$ cat src/sv/skis_pkg.sv
// Shared package for the sorted-key interpolation search block.
// Holds default sizes, port widths, function codes and the control word
// that the sequencer hands to the start-index unit. No dependencies.
`default_nettype none

package skis_pkg;

   // Default table geometry.
   localparam int unsigned DEF_TABLE_DEPTH = 4096;
   localparam int unsigned DEF_KEY_BITS    = 48;

   // Fixed widths of the payload ports.
   localparam int unsigned KEY_PORT_BITS   = 48;
   localparam int unsigned INDEX_PORT_BITS = 12;

   // Function codes of an input word.
   localparam logic FUNC_LOAD   = 1'b0;
   localparam logic FUNC_LOOKUP = 1'b1;

   // Control word for the start-index unit.
   typedef struct packed {
      logic mul_en;   // capture a new partial product
      logic sel_hi;   // use the upper key half and keep the lower product
   } skis_mctl_type;

endpackage

`default_nettype wire

$ cat src/sv/skis_start.sv
// Start-index unit: floor(key * TABLE_DEPTH / 2^KEY_BITS), computed with one
// shared 32-bit by depth-width multiplier used on two key halves in turn.
// Depends on skis_pkg for the control word type.
`default_nettype none

module skis_start #(
   parameter int unsigned TABLE_DEPTH = 4096,
   parameter int unsigned KEY_BITS    = 48
) (
   input  wire logic                           clock,
   input  wire logic [KEY_BITS-1:0]            key,
   input  wire skis_pkg::skis_mctl_type        ctl,
   output logic      [$clog2(TABLE_DEPTH)-1:0] start
);

   import skis_pkg::*;

   localparam int unsigned IW   = $clog2(TABLE_DEPTH);
   localparam int unsigned DW   = $clog2(TABLE_DEPTH + 1);
   localparam int unsigned PW   = 32 + DW;
   localparam int unsigned SUMW = 64 + DW;

   logic [63:0]     key_ext;
   logic [31:0]     op_a;
   logic [PW-1:0]   prod_in;
   logic [PW-1:0]   prod_ff;
   logic [PW-1:0]   acc_ff;
   logic [SUMW-1:0] sum;

   // Pick the key half for this pass and multiply by the table depth.
   assign key_ext = 64'(key);
   assign op_a    = ctl.sel_hi ? key_ext[63:32] : key_ext[31:0];
   assign prod_in = PW'(op_a) * PW'(TABLE_DEPTH);

   // The lower-half product moves to the accumulator when the upper half runs.
   always_ff @(posedge clock) begin
      if (ctl.mul_en) begin
         prod_ff <= prod_in;
      end
      if (ctl.sel_hi) begin
         acc_ff <= prod_ff;
      end
   end

   // Combine both partial products; the shift by the key width is a select.
   assign sum   = SUMW'(acc_ff) + (SUMW'(prod_ff) << 32);
   assign start = sum[KEY_BITS +: IW];

endmodule

`default_nettype wire

$ cat config.mk
export PLATFORM = sky130hd
export DESIGN_NAME = skis_start
export DESIGN_NICKNAME = d
export VERILOG_FILES = /design/src/sv/skis_pkg.sv /design/src/sv/skis_start.sv
export SDC_FILE = /design/constraint.sdc
export NUM_CORES = 1
export LEC_CHECK = 0
export BUFFER_PORTS_ARGS = -buffer_cell sky130_fd_sc_hd__buf_2
export CORE_MARGIN = 10
export CORE_UTILIZATION = 34
export CTS_CLUSTER_DIAMETER = 120
export DETAILED_ROUTE_END_ITERATION = 12
export PLACE_DENSITY = 0.83
export SKIP_LAST_GASP = 1
export SLEW_MARGIN = 20
export SYNTH_ARGS = -nofsm -noshare
export SYNTH_HDL_FRONTEND = slang
export SYNTH_SLANG_ARGS = --single-unit
$ cat constraint.sdc
create_clock -name clock -period 1.9 [get_ports clock]
set_input_delay 0.19 -clock clock [delete_from_list [all_inputs] [get_ports clock]]
set_output_delay 0.19 -clock clock [all_outputs]
set_load 0.01 [all_outputs]
==> flow_summary_export.csv, run 1 <==
group,metric,value,unit
layout,reg_top3,"prod_ff x12",
setup_path,worst-path-buf-inv,1,
logic_synthesis,synth_fp_nets,76,
sta,min_period,954,ps
sta,slew_headroom,76.3,%
layout,multi_input_area,173,µm²
logic_synthesis,synth.distinct_cells,4,
sta,hold_viol_final,0,
cts,cts_made_buffers,3,
placed_design,numPortBuffers,38,
grt,grt_util_all_layers,7.13,%
setup_path,startpoint_type,"register",
setup_path,critical_path.max_fanout,1,
run_status,status,"complete, no violations",
die,die_y,60.0,µm
cts,cts_resized,0,
grt,grt_pass1_vias,395,
sta,hold-worst-slack,228,ps
job,maxCapViolations,0,
sta,maxSlewViolCount,0,
die,ios,63,
logic_synthesis,netlist_area,544,µm²
logic_synthesis,yosys.area.top_type,"edfxtp_1",
layout,nets,118,
setup_path,worstSetupStartpoint,"prod_ff[26]",
layout,largest_register_ffs,12,
cts,htreeDepth,1,
setup_path,critical-path-top-delay-family,"flip-flops",
setup_path,crit_type,"reg2out",
grt,grt_pass1_wl,1790,µm
routing,wl_per_cell,15.7,µm
die,fp-row-count,14,
grt,antenna_found_initial,0,
cts,hold_buffers,0,
grt,grt_max_degree,13,
sta,fmax,1.05,GHz
cts,cts_root_buffer,"clkbuf_4",
hold_path,hold_path.class,"in2reg",
logic_synthesis,ys_ff_latch,12,
logic_synthesis,synth_area_leaders,"edfxtp_1 66%, mux2_4 28%, mux2_2 4.1%",
layout,final_common_cell,"buf_2",
logic_synthesis,ys_seq_area_share,66.2,%
layout,drive_gt1_share,81.5,%
logic_synthesis,synth_cells,25,
cts,postCtsSetupBuffers,0,
layout,area_growth_syn_to_layout,40.7,%
sta,finalSetupTns,0,ps
sta,tightest_slew,355,ps
setup_path,slowest_stage,"edfxtp_1",
routing,routed_wl,1280,µm
die,core-area,1510,µm²
routing,routed_via_density,4.68,
sta,setup_viol,0,
cts,clock_path_buffers,2,
logic_synthesis,synth_top_cell_area_share,66.2,%
hold_path,worstHoldStart,"key[40]",
setup_path,path_cells,"buf_2",
power,vdd_drop_max,0.226,mV
routing,first_iter_violations,5,
power,p_per_area,746,nW/µm²
cts,cts.sinks,12,
routing,drc,0,
setup_path,critPathMaxStageDelay,360,ps
setup_path,cp.arrival,760,ps
layout,regArea,360,µm²
power,leakagePower,0.371,nW
layout,fill_cells,138,
cts,cts_tree,"done",
layout,final_cell_mix,"38 x buf_2, 12 x edfxtp_1, 10 x mux2_4",
die,die_x,60.0,µm
layout,antenna_cells,0,
routing,ant_nets,0,
setup_path,cp.required,1710,ps
routing,drt_pass1_iterations,2,
grt,grt-ovfl-total,0,
sta,period_share,50.2,%
setup_path,end_kind,"output port",
sta,rsz0062_at_grt,"no",
layout,largest_register,"prod_ff",
die,die_area,3600,µm²
die,initial_core_util,36.1,%
routing,via_count,379,
logic_synthesis,ys_warn_count,0,
cts,clkTransAtPathRegs,60,ps
placed_design,gp_congestion,0.654,
logic_synthesis,syn_area_per_cell,21.8,µm²
worst paths after layout:
| path | to | slack, ps | cells after the start |
|---|---|---|---|
| worst max-delay path | start[10] | 950 | 1 |
| worst min-delay path | prod_ff[20] | 230 | 2 |
per-stage QoR:
stage	cells	power, mW	setup WS (ps)	utilization, %	area (µm²)
after global placement	78	0.435	764	49.3	743
after detailed placement	78	0.438	749	49.3	743
final	81	0.571	946	50.8	766
after floorplan	25	0.383	1010	-	544
after global routing	81	0.601	891	50.8	766
after CTS	81	0.584	922	50.8	766
Yosys cell counts:
cell and instances:
edfxtp_1 12, mux2_2 2, buf_6 1, mux2_4 10
logic make-up (layout without fill, tap and decap cells):
logic type,count (synthesis),in the layout,synth area share [%]
flip-flops,12,12,66.2
multiplexers,12,12,31.7
buffers and inverters,1,41,2.07
report_power, final:
group	internal [mW]	switching (mW)	leakage (nW)
Combinational	0.0615	0.0446	0.239
Clock	0.0730	0.0683	0.0138
Sequential	0.320	0.00415	0.117
Total	0.454	0.117	0.371
final cells by class:
type	count	area share [%]
Sequential cell	12	47.1
Timing Repair Buffer	38	24.8
Multi-Input combinational cell	12	22.5
Clock buffer	3	2.94
Tap cell	16	2.61
layer usage:
metal | vias to the layer above | global-route usage [%] | share of wire (%)
li1 | 180 | - | -
met1 | 187 | 5.28 | 28
met2 | 12 | 12.6 | 63
met3 | 0 | 2.97 | 8.7
met4 | 0 | 7.69 | 0
met5 | - | 0 | 0
(Power assumes the default switching activity.)
==> run 2: changes to the inputs <==
--- a/config.mk
+++ b/config.mk
@@ -7,10 +7,10 @@
 export LEC_CHECK = 0
 export BUFFER_PORTS_ARGS = -buffer_cell sky130_fd_sc_hd__buf_2
 export CORE_MARGIN = 10
-export CORE_UTILIZATION = 34
+export CORE_UTILIZATION = 32
 export CTS_CLUSTER_DIAMETER = 120
 export DETAILED_ROUTE_END_ITERATION = 12
-export PLACE_DENSITY = 0.83
+export PLACE_DENSITY = 0.78
 export SKIP_LAST_GASP = 1
 export SLEW_MARGIN = 20
 export SYNTH_ARGS = -nofsm -noshare
==> constraint.sdc (replaced) <==
create_clock -name clock -period 0.95 [get_ports clock]
set_input_delay 0.095 -clock clock [delete_from_list [all_inputs] [get_ports clock]]
set_output_delay 0.095 -clock clock [all_outputs]
set_load 0.01 [all_outputs]
==> run 2 against run 1 <==
Cell count rose by 1.2%. Highest routed layer is now met4. Combinational power rose by 110%. Power increased by 100%. Sequential share of layout area decreased by 1.2 points. Worst setup slack worse by 870 ps. Core utilization decreased by 0.43 points. Largest cell class unchanged. Clock power grew 100%. Sequential cell count stayed put. Largest power group unchanged.
==> flow_summary_export.csv, run 2 (synthesis gave the netlist of run 1 again) <==
group,metric,value,unit
grt,antenna_found_initial,0,
layout,area_growth_syn_to_layout,44.4,%
cts,cts_root_buffer,"clkbuf_4",
layout,fin_cells,82,
setup_path,cp.arrival,780,ps
die,die_y,61.2,µm
job,maxCapViolations,0,
layout,largest_register,"prod_ff",
routing,via_count,366,
setup_path,worst-path-buf-inv,1,
die,core-area,1560,µm²
layout,final_cell_mix,"38 x buf_2, 12 x edfxtp_1, 10 x mux2_4",
sta,period_share,91.8,%
run_status,status,"complete, no violations",
setup_path,end_kind,"output port",
sta,slew_headroom,82.5,%
grt,grt_max_degree,13,
power,vdd_drop_max,0.888,mV
cts,clock_path_buffers,2,
layout,final_common_cell,"buf_2",
grt,grt-ovfl-total,0,
setup_path,critical_path.max_fanout,1,
setup_path,cp.required,850,ps
hold_path,hold_path.class,"in2reg",
placed_design,numPortBuffers,38,
die,die_x,61.2,µm
power,p_per_area,1470,nW/µm²
setup_path,startpoint_type,"register",
sta,hold_viol_final,0,
placed_design,gp_congestion,0.706,
sta,setup_viol,0,
layout,antenna_cells,0,
placed_design,place_inst,79,
setup_path,path_cells,"buf_2",
cts,cts_resized,0,
power,leakagePower,0.380,nW
layout,multi_input_area,173,µm²
placed_design,place_area,763,µm²
sta,fmax,1.15,GHz
sta,maxSlewViolCount,0,
cts,htreeDepth,1,
layout,regArea,360,µm²
cts,cts.sinks,12,
layout,reg_top3,"prod_ff x12",
routing,wl_per_cell,16.9,µm
setup_path,critical-path-top-delay-family,"flip-flops",
die,ios,63,
routing,routed_via_density,4.46,
sta,min_period,872,ps
routing,ant_nets,0,
die,fp-row-count,14,
layout,postLayoutCellArea,786,µm²
setup_path,critPathMaxStageDelay,370,ps
grt,grt_pass1_wl,2040,µm
die,initial_core_util,34.9,%
grt,grt_pass1_vias,444,
sta,tightest_slew,262,ps
power,p_total,1.16,mW
routing,first_iter_violations,4,
setup_path,crit_type,"reg2out",
grt,grt_util_all_layers,7.66,%
layout,drive_gt1_share,81.8,%
cts,cts_tree,"done",
layout,largest_register_ffs,12,
sta,rsz0062_at_grt,"no",
cts,cts_made_buffers,3,
routing,drc,0,
cts,postCtsSetupBuffers,0,
setup_path,slowest_stage,"edfxtp_1",
cts,hold_buffers,0,
layout,fill_cells,131,
routing,drt_pass1_iterations,2,
layout,nets,119,
routing,routed_wl,1390,µm
cts,clkTransAtPathRegs,70,ps
die,die_area,3750,µm²
==> run 2: final timing paths <==
check / start / endpoint / depth (start not counted)
max: prod_ff[16] / start[0] / 1
min: key[13] / prod_ff[25] / 2
==> run 2: report_power, final <==
group	leakage, nW	total (mW)	switching, mW	internal, mW
combinational	0.249	0.222	0.0913	0.131
clock	0.0138	0.286	0.140	0.146
sequential	0.117	0.649	0.00986	0.640
total	0.380	1.16	0.241	0.917
==> run 2: routing by layer <==
metal,track usage (%),wire [µm],up-vias
met2,14.8,847,15
met3,1.65,60,4
met5,0,0,-
met1,6.58,431,166
met4,6.19,48,0
li1,-,-,181
==> run 2: final cells by class <==
class	instances	area share (%)
timing repair buffer	39	26.8
sequential	12	45.9
multi-input combinational	12	22.0
tap	16	2.55
clock buffer	3	2.87
==> run 2: metrics by stage <==
stage,util [%],TNS (ps),worst slack (ps),hold slack [ps]
after floorplan,-,0,159,207
after global placement,49.0,0,18.3,397
after detailed placement,49.0,-4.84,-2.79,399
after CTS,50.4,0,55.9,124
after global routing,50.4,0,24.0,124
final,50.4,0,78.2,135
==> run 3: changes to the inputs <==
--- a/config.mk
+++ b/config.mk
@@ -10,7 +10,7 @@
 export CORE_UTILIZATION = 32
 export CTS_CLUSTER_DIAMETER = 120
 export DETAILED_ROUTE_END_ITERATION = 12
-export PLACE_DENSITY = 0.78
+export PLACE_DENSITY = 0.85
 export SKIP_LAST_GASP = 1
 export SLEW_MARGIN = 20
 export SYNTH_ARGS = -nofsm -noshare
==> run 3 against run 2 <==
Non-clock buffer count unchanged. Fmax decreased by 3.1%. Sequential share of layout area decreased by 0.22 points. Cell area increased by 0.48%. Via count increased by 0.55%. Critical endpoint is now start[3]. Largest cell class unchanged.
==> flow_summary_export.csv, run 3 (synthesis gave the netlist of run 1 again) <==
group,metric,value,unit
sta,postLayoutSetupSlackWorst,50.2,ps
grt,grt_util_met3,2.47,%
grt,use_met1,7.43,%
grt,grt_pass1_vias,427,
cts,cts_resized,0,
grt,grt-ovfl-total,0,
sta,maxSlewViolCount,0,
grt,grt_max_degree,13,
grt,use_met2,14.9,%
sta,tightest_slew,270,ps
setup_path,critical-path-top-delay-family,"flip-flops",
placed_design,gp_congestion,0.620,
layout,largest_register,"prod_ff",
routing,routed_via_density,4.43,
cts,cts_root_buffer,"clkbuf_4",
grt,antenna_found_initial,0,
power,p_per_area,1500,nW/µm²
sta,min_period,900,ps
sta,rsz0062_at_grt,"no",
cts,cts_made_buffers,3,
cts,postCtsSetupBuffers,0,
cts,clock_path_buffers,2,
setup_path,cp.required,850,ps
layout,antenna_cells,0,
routing,first_iter_violations,3,
power,leakagePower,0.382,nW
placed_design,numPortBuffers,38,
cts,htreeDepth,1,
layout,nets,119,
layout,final_cell_mix,"38 x buf_2, 12 x edfxtp_1, 10 x mux2_4",
sta,finalSetupTns,0,ps
setup_path,startpoint_type,"register",
sta,slew_headroom,82.0,%
cts,cts.sinks,12,
routing,wl_per_cell,16.9,µm
grt,grt_pass1_wl,2150,µm
setup_path,cp.arrival,800,ps
sta,setup_viol,0,
cts,hold_buffers,0,
routing,drt_pass1_iterations,4,
routing,via_count,368,
die,ios,63,
grt,top_usage_layer,"met2",
die,die_y,61.2,µm
routing,drc,0,
setup_path,path_cells,"buf_2",
setup_path,worst-path-buf-inv,1,
grt,grt_util_all_layers,8.39,%
setup_path,critPathMaxStageDelay,380,ps
layout,largest_register_ffs,12,
sta,hold_viol_final,0,
die,initial_core_util,34.9,%
layout,reg_top3,"prod_ff x12",
routing,routed_wl,1410,µm
placed_design,dpl_worst_slack,-2.88,ps
sta,period_share,94.7,%
setup_path,end_kind,"output port",
setup_path,critical_path.max_fanout,1,
die,die_area,3750,µm²
setup_path,slowest_stage,"edfxtp_1",
layout,drive_gt1_share,80.6,%
die,die_x,61.2,µm
job,maxCapViolations,0,
cts,cts_tree,"done",
sta,fmax,1.11,GHz
layout,area_growth_syn_to_layout,45.1,%
die,fp-row-count,14,
power,p_total,1.19,mW
cts,clkTransAtPathRegs,80,ps
layout,final_common_cell,"buf_2",
die,core-area,1560,µm²
setup_path,crit_type,"reg2out",
run_status,status,"complete, no violations",
hold_path,hold_path.class,"in2reg",
power,vdd_drop_max,0.664,mV
routing,ant_nets,0,
==> run 3: cell count changes in the layout (fill, tap and decap cells not counted) <==
| cell | delta |
|---|---|
| clkinv_1 | +1 |
==> run 3: path summary, 6_finish.rpt <==
check	to	cells after the start	slack [ps]	startpoint
hold / removal	prod_ff[23]	2	120	key[11]
setup / recovery	start[3]	1	50	prod_ff[19]
==> run 3: area by class of cell <==
type	count	area [µm²]
Timing Repair Buffer	39	210
Clock buffer	3	22.5
Clock inverter	1	3.75
Tap cell	16	20.0
Sequential cell	12	360
Fill cell	140	769
Multi-Input combinational cell	12	173
==> run 3: routing by layer <==
layer,vias up,routed length [µm]
met4,0,27
met3,2,88
li1,183,-
met5,-,0
met2,16,833
met1,167,457
==> run 3: stage by stage <==
step / utilization (%) / instances / hold WS (ps) / cell area [µm²]
4_1_cts: 50.6 / 83 / 109 / 790
6_report: 50.6 / 83 / 122 / 790
2_1_floorplan: - / 25 / 207 / 544
5_1_grt: 50.6 / 83 / 102 / 790
3_5_place_dp: 49.0 / 79 / 399 / 763
3_3_place_gp: 49.0 / 79 / 396 / 763
==> run 3: where the power goes <==
part / total (mW) / internal, mW / leakage, nW / switching (mW)
clock network: 0.312 / 0.152 / 0.0154 / 0.160
registers: 0.649 / 0.639 / 0.117 / 0.00996
logic: 0.224 / 0.131 / 0.249 / 0.0927
total: 1.19 / 0.922 / 0.382 / 0.263
